===== config.mk =====
export PLATFORM = sky130hd
export DESIGN_NAME = fpsc_calc
export DESIGN_NICKNAME = d
export VERILOG_FILES = /design/src/rtl/core/fpsc_pkg.sv /design/src/rtl/core/fpsc_calc.sv
export SDC_FILE = /design/constraint.sdc
export NUM_CORES = 1
export LEC_CHECK = 0
export ABC_AREA = 0
export ABC_CLOCK_PERIOD_IN_PS = 7900
export BUFFER_PORTS_ARGS = -buffer_cell sky130_fd_sc_hd__buf_2
export CORE_MARGIN = 4
export CORE_UTILIZATION = 30
export CTS_BUF_LIST = sky130_fd_sc_hd__clkbuf_8
export CTS_CLUSTER_SIZE = 8
export DETAILED_ROUTE_END_ITERATION = 6
export PLACE_DENSITY_LB_ADDON = 0.08
export SLEW_MARGIN = 20
export SYNTH_ARGS = -nofsm -noshare
export SYNTH_HDL_FRONTEND = slang
export SYNTH_SLANG_ARGS = --single-unit

===== constraint.sdc =====
create_clock -name clk -period 7.9 [get_ports clk]
set_input_delay 0.79 -clock clk [delete_from_list [all_inputs] [get_ports clk]]
set_output_delay 0.79 -clock clk [all_outputs]
set_load 0.1 [all_outputs]

===== src/rtl/core/fpsc_pkg.sv =====
`timescale 1ns / 1ps
`default_nettype none
package fpsc_pkg;

  localparam logic [1:0] OP_LOAD    = 2'd0;
  localparam logic [1:0] OP_REBUILD = 2'd1;
  localparam logic [1:0] OP_TEST    = 2'd2;
  localparam logic [1:0] OP_IGNORED = 2'd3;

  localparam int NUM_PLANES = 6;

  typedef struct packed {
    logic [1:0]         op;
    logic [1:0]         matrix_column;
    logic [1:0]         matrix_row;
    logic signed [31:0] matrix_value;
    logic signed [31:0] center_x;
    logic signed [31:0] center_y;
    logic signed [31:0] center_z;
    logic signed [31:0] sphere_radius;
  } in_item_t;

  typedef struct packed {
    logic inside_res;
  } out_item_t;

  // Request from the sequencer to the shared root/divide unit.
  typedef struct packed {
    logic        start;
    logic        is_sqrt;
    logic [67:0] operand;
    logic [63:0] divisor;
  } calc_req_t;

  typedef struct packed {
    logic        done;
    logic [67:0] result;
  } calc_rsp_t;

endpackage
`default_nettype wire


===== src/rtl/core/fpsc_calc.sv =====
`timescale 1ns / 1ps
`default_nettype none
// One-bit-per-cycle unit: floor square root of a 68-bit value, or the
// unsigned quotient of a 68-bit dividend by a 64-bit divisor.
module fpsc_calc (
  input  wire logic            clk,
  input  wire logic            rst_n,
  input  wire fpsc_pkg::calc_req_t req,
  output fpsc_pkg::calc_rsp_t  rsp
);

  logic        busy_r, busy_nxt;
  logic        sqrt_r, sqrt_nxt;
  logic [6:0]  cnt_r, cnt_nxt;
  logic [67:0] num_r, num_nxt;
  logic [69:0] rem_r, rem_nxt;
  logic [67:0] q_r, q_nxt;
  logic [63:0] den_r, den_nxt;
  logic        done_r, done_nxt;
  logic [69:0] trial;
  logic [69:0] shifted;

  always_comb begin
    busy_nxt = busy_r;
    sqrt_nxt = sqrt_r;
    cnt_nxt  = cnt_r;
    num_nxt  = num_r;
    rem_nxt  = rem_r;
    q_nxt    = q_r;
    den_nxt  = den_r;
    done_nxt = 1'b0;
    shifted  = '0;
    trial    = '0;
    if (req.start) begin
      busy_nxt = 1'b1;
      sqrt_nxt = req.is_sqrt;
      num_nxt  = req.operand;
      den_nxt  = req.divisor;
      rem_nxt  = '0;
      q_nxt    = '0;
      cnt_nxt  = req.is_sqrt ? 7'd34 : 7'd68;
    end else if (busy_r) begin
      if (sqrt_r) begin
        // Restoring square root: two operand bits per step.
        shifted = {rem_r[67:0], num_r[67:66]};
        trial   = {q_r[67:0], 2'b01};
        num_nxt = {num_r[65:0], 2'b00};
      end else begin
        shifted = {rem_r[68:0], num_r[67]};
        trial   = {6'd0, den_r};
        num_nxt = {num_r[66:0], 1'b0};
      end
      if (shifted >= trial) begin
        rem_nxt = shifted - trial;
        q_nxt   = {q_r[66:0], 1'b1};
      end else begin
        rem_nxt = shifted;
        q_nxt   = {q_r[66:0], 1'b0};
      end
      cnt_nxt = cnt_r - 7'd1;
      if (cnt_r == 7'd1) begin
        busy_nxt = 1'b0;
        done_nxt = 1'b1;
      end
    end
  end

  always_ff @(posedge clk) begin
    if (!rst_n) begin
      busy_r <= 1'b0;
      done_r <= 1'b0;
      cnt_r  <= '0;
    end else begin
      busy_r <= busy_nxt;
      done_r <= done_nxt;
      cnt_r  <= cnt_nxt;
    end
    sqrt_r <= sqrt_nxt;
    num_r  <= num_nxt;
    rem_r  <= rem_nxt;
    q_r    <= q_nxt;
    den_r  <= den_nxt;
  end

  assign rsp.done   = done_r;
  assign rsp.result = q_r;

endmodule
`default_nettype wire


==> impl_metrics.py <==
metrics = {
    "status": {
        "status": "complete, no violations",
    },
    "timing": {
        "hold_viol_final": 0,
        "period_needed_ns": 4.93,
        "setup_tns_ns": 0,
        "grt_setup_unrepaired": "false",
        "fin_hold_ws_ns": 0.302,
        "max_freq_ghz": 0.203,
        "slew_headroom": 0.337,
        "skew_ns": 0.0300,
        "setup_viol": 0,
        "worstMarginPinSlew_ns": 0.994,
        "report.final.slew_viol_count": 0,
        "fin_crit_sh": 0.625,
    },
    "setup_path": {
        "crit_top_cell": "buf_4",
        "worstPathMaxFanout": 56,
        "path_class": "reg2reg",
        "crit_chain": "buf_4, mux2_2, ha_1, nand2_1, o21ai_0, nor3_2, a2111oi_2, nor4_2, o31ai_4, buf_4, o2111ai_1, a311oi_1",
        "worstPathArrival_ns": 5.48,
        "required_ns": 8.45,
        "critPathLaunchType": "register",
        "slowest_stage": "a2111oi_2",
        "setup.worst_path.end_class": "register",
        "critPathMaxStageDelay_ns": 0.74,
    },
    "placement": {
        "place.gp.congestion": 0.806,
        "place.port_buffers": 204,
        "dp.cells": 2649,
        "hpwl_um": 33800,
    },
    "clocking": {
        "root_buffer": "clkbuf_8",
        "cts_hold_buffers": 0,
        "htreeDepth": 2,
        "postCtsSetupRepairBufs": 0,
        "tritoncts": "built",
        "clk_latency_ns": 0.67,
        "post_cts_resized": 0,
        "cts.sinks": 279,
        "clock_path_buffers": 3,
        "cts.reportedPaths.clkPinSlew_ns": 0.06,
        "cts_buffers": 55,
    },
    "floorplan": {
        "die-area_sq_mm": 0.0609,
        "dieWidth_um": 247,
        "core-area_sq_mm": 0.0564,
        "fp.dieH_um": 247,
        "start_util": 0.303,
        "rows": 87,
        "ios": 205,
    },
    "final_layout": {
        "nets": 2160,
        "finalNonFillerCells": 2756,
        "drive_gt1_frac": 0.191,
        "final_util": 0.352,
        "synthToLayoutAreaGrowth_pct": 16.1,
    },
    "grt": {
        "antenna_found_initial": 2,
        "first_global_vias": 13500,
        "overflow": 0,
        "grt_max_degree": 103,
        "grt_pass1_wl_um": 74900,
        "grt_usage": 0.151,
    },
    "synth": {
        "ys_async_sr_fraction": 0,
        "yosysTopAreaCell": "edfxtp_1",
        "synth_compound_area_frac": 0.155,
        "synth_top_family_by_area": "multiplexers",
        "synth_xor_xnor_area_share": 0.0328,
        "netlist_instances": 1790,
        "ys_ff_latch": 279,
        "synth_edf_count": 133,
        "synth_cell_types": 72,
        "synth.area.top_cells": "edfxtp_1 23%, dfxtp_1 17%, mux2i_1 14%",
        "synth-main-ff-cell": "dfxtp_1",
        "synthAdderAreaFrac": 0.0539,
        "avgSynthCellArea_sq_um": 9.55,
        "synth.area.mux_share": 0.183,
        "syn_area_sq_mm": 0.0171,
        "ys_warn_count": 0,
        "synth_common_cells": "235 x mux2i_1, 180 x nor2_1, 168 x nand2_1, 146 x dfxtp_1, 133 x edfxtp_1",
        "syn-num-nets": 1999,
        "synth.top_cell.area_share": 0.234,
        "yosysMostFrequentCell": "mux2i_1",
        "ys_seq_area_frac": 0.404,
        "synth-simple-area-share": 0.136,
    },
    "route": {
        "detail-route-antenna-nets": 0,
        "drtPass1Iterations": 7,
        "dr_total_vias": 13600,
        "detailedRoute.firstIterationViolations": 552,
        "drt_wl_total_um": 47700,
        "drc": 0,
        "via_per_inst": 4.95,
        "wire_per_inst_um": 17.3,
    },
    "job": {
        "drv_cap": 0,
    },
    "power_and_ir_drop": {
        "p_total_mw": 5.76,
        "power_density_mw_per_mm2": 290,
        "max-vdd-ir-drop_mv": 0.146,
        "p_leak_nw": 8.63,
    },
    "worst_hold_path": {
        "worst_hold_path_type": "in2reg",
    },
}
-- path summary, 6_finish.rpt --
path / slack (ns) / depth (start not counted) / to / start
setup / recovery: 2.97 / 12 / rem_r[50]$_SDFFE_PP0P_ / sqrt_r$_DFFE_PP_
hold / removal: 0.30 / 1 / den_r[40]$_DFFE_PP_ / req[40]
setup reg to reg: 2.97 / 12 / rem_r[50]$_SDFFE_PP0P_ / sqrt_r$_DFFE_PP_
hold reg to reg: 0.47 / 2 / rem_r[68]$_SDFFE_PP0P_ / rem_r[68]$_SDFFE_PP0P_
-- layout make-up --
cell class                      instances  area [sq um]
Fill cell                            5921         36500
Timing Repair Buffer                  217          1160
Tap cell                              756           946
Clock buffer                           68           936
Clock inverter                         36           184
Inverter                               27           101
Sequential cell                       279          6920
Multi-Input combinational cell       1371          9590
Antenna cell                            2          5.00
-- critical path, delay by kind of cell, from the launching register on --
kind | cells | cell delay, ns
multiplexers | 1 | 0.43
adder cells (fa/ha/maj) | 1 | 0.39
flip-flops | 1 | 0.42
AO/OA/AOI/OAI | 5 | 2.02
buffers and inverters | 2 | 1.08
AND/OR/NAND/NOR | 3 | 0.36
-- registers in the layout, summed over array words and instances, names as in the netlist --
| signal | count |
|---|---|
| rem_r | 69 |
| busy_r | 1 |
| sqrt_r | 1 |
| q_r | 68 |
| den_r | 64 |
| done_r | 1 |
| num_r | 68 |
| cnt_r | 7 |
-- cell usage in the layout, fill, tap and decap left out, types with 68 or more instances in the layout --
cell type	count
buf_2	203
o21ai_0	116
nand2_1	168
clkbuf_8	68
nor2_1	180
ha_1	72
mux2i_1	235
mux2_2	69
a21oi_1	89
edfxtp_1	133
dfxtp_1	145
-- layer usage --
layer	wire length (um)	up-vias	part of all wire	global-route usage
li1	-	6894	-	-
met3	1870	60	0.039	0.0259
met5	0	-	0	0
met1	23000	6463	0.48	0.210
met4	960	0	0.020	0.0431
met2	21900	223	0.46	0.242
-- power breakdown --
group	leakage (nW)	switching (mW)	total, mW	internal (mW)
registers	2.53	0.0986	1.78	1.68
clock network	0.660	0.673	1.48	0.809
logic	5.44	1.46	2.50	1.04
-- per-stage QoR --
stage,instance area (sq um),setup slack (ns)
2_1_floorplan,17100,3.16
3_3_place_gp,18700,2.50
3_5_place_dp,18700,2.36
4_1_cts,19800,2.32
5_1_grt,19800,2.48
6_report,19800,2.97
-- cell families (layout without fill, tap and decap cells) --
kind of cell | Yosys count | in the layout
flip-flops | 279 | 279
adder cells (fa/ha/maj) | 73 | 73
multiplexers | 304 | 304
AO/OA/AOI/OAI | 418 | 418
AND/OR/NAND/NOR | 512 | 512
other | 0 | 2
buffers and inverters | 140 | 348
XOR/XNOR | 64 | 64
Note: power is estimated with default switching activity, not from simulation.
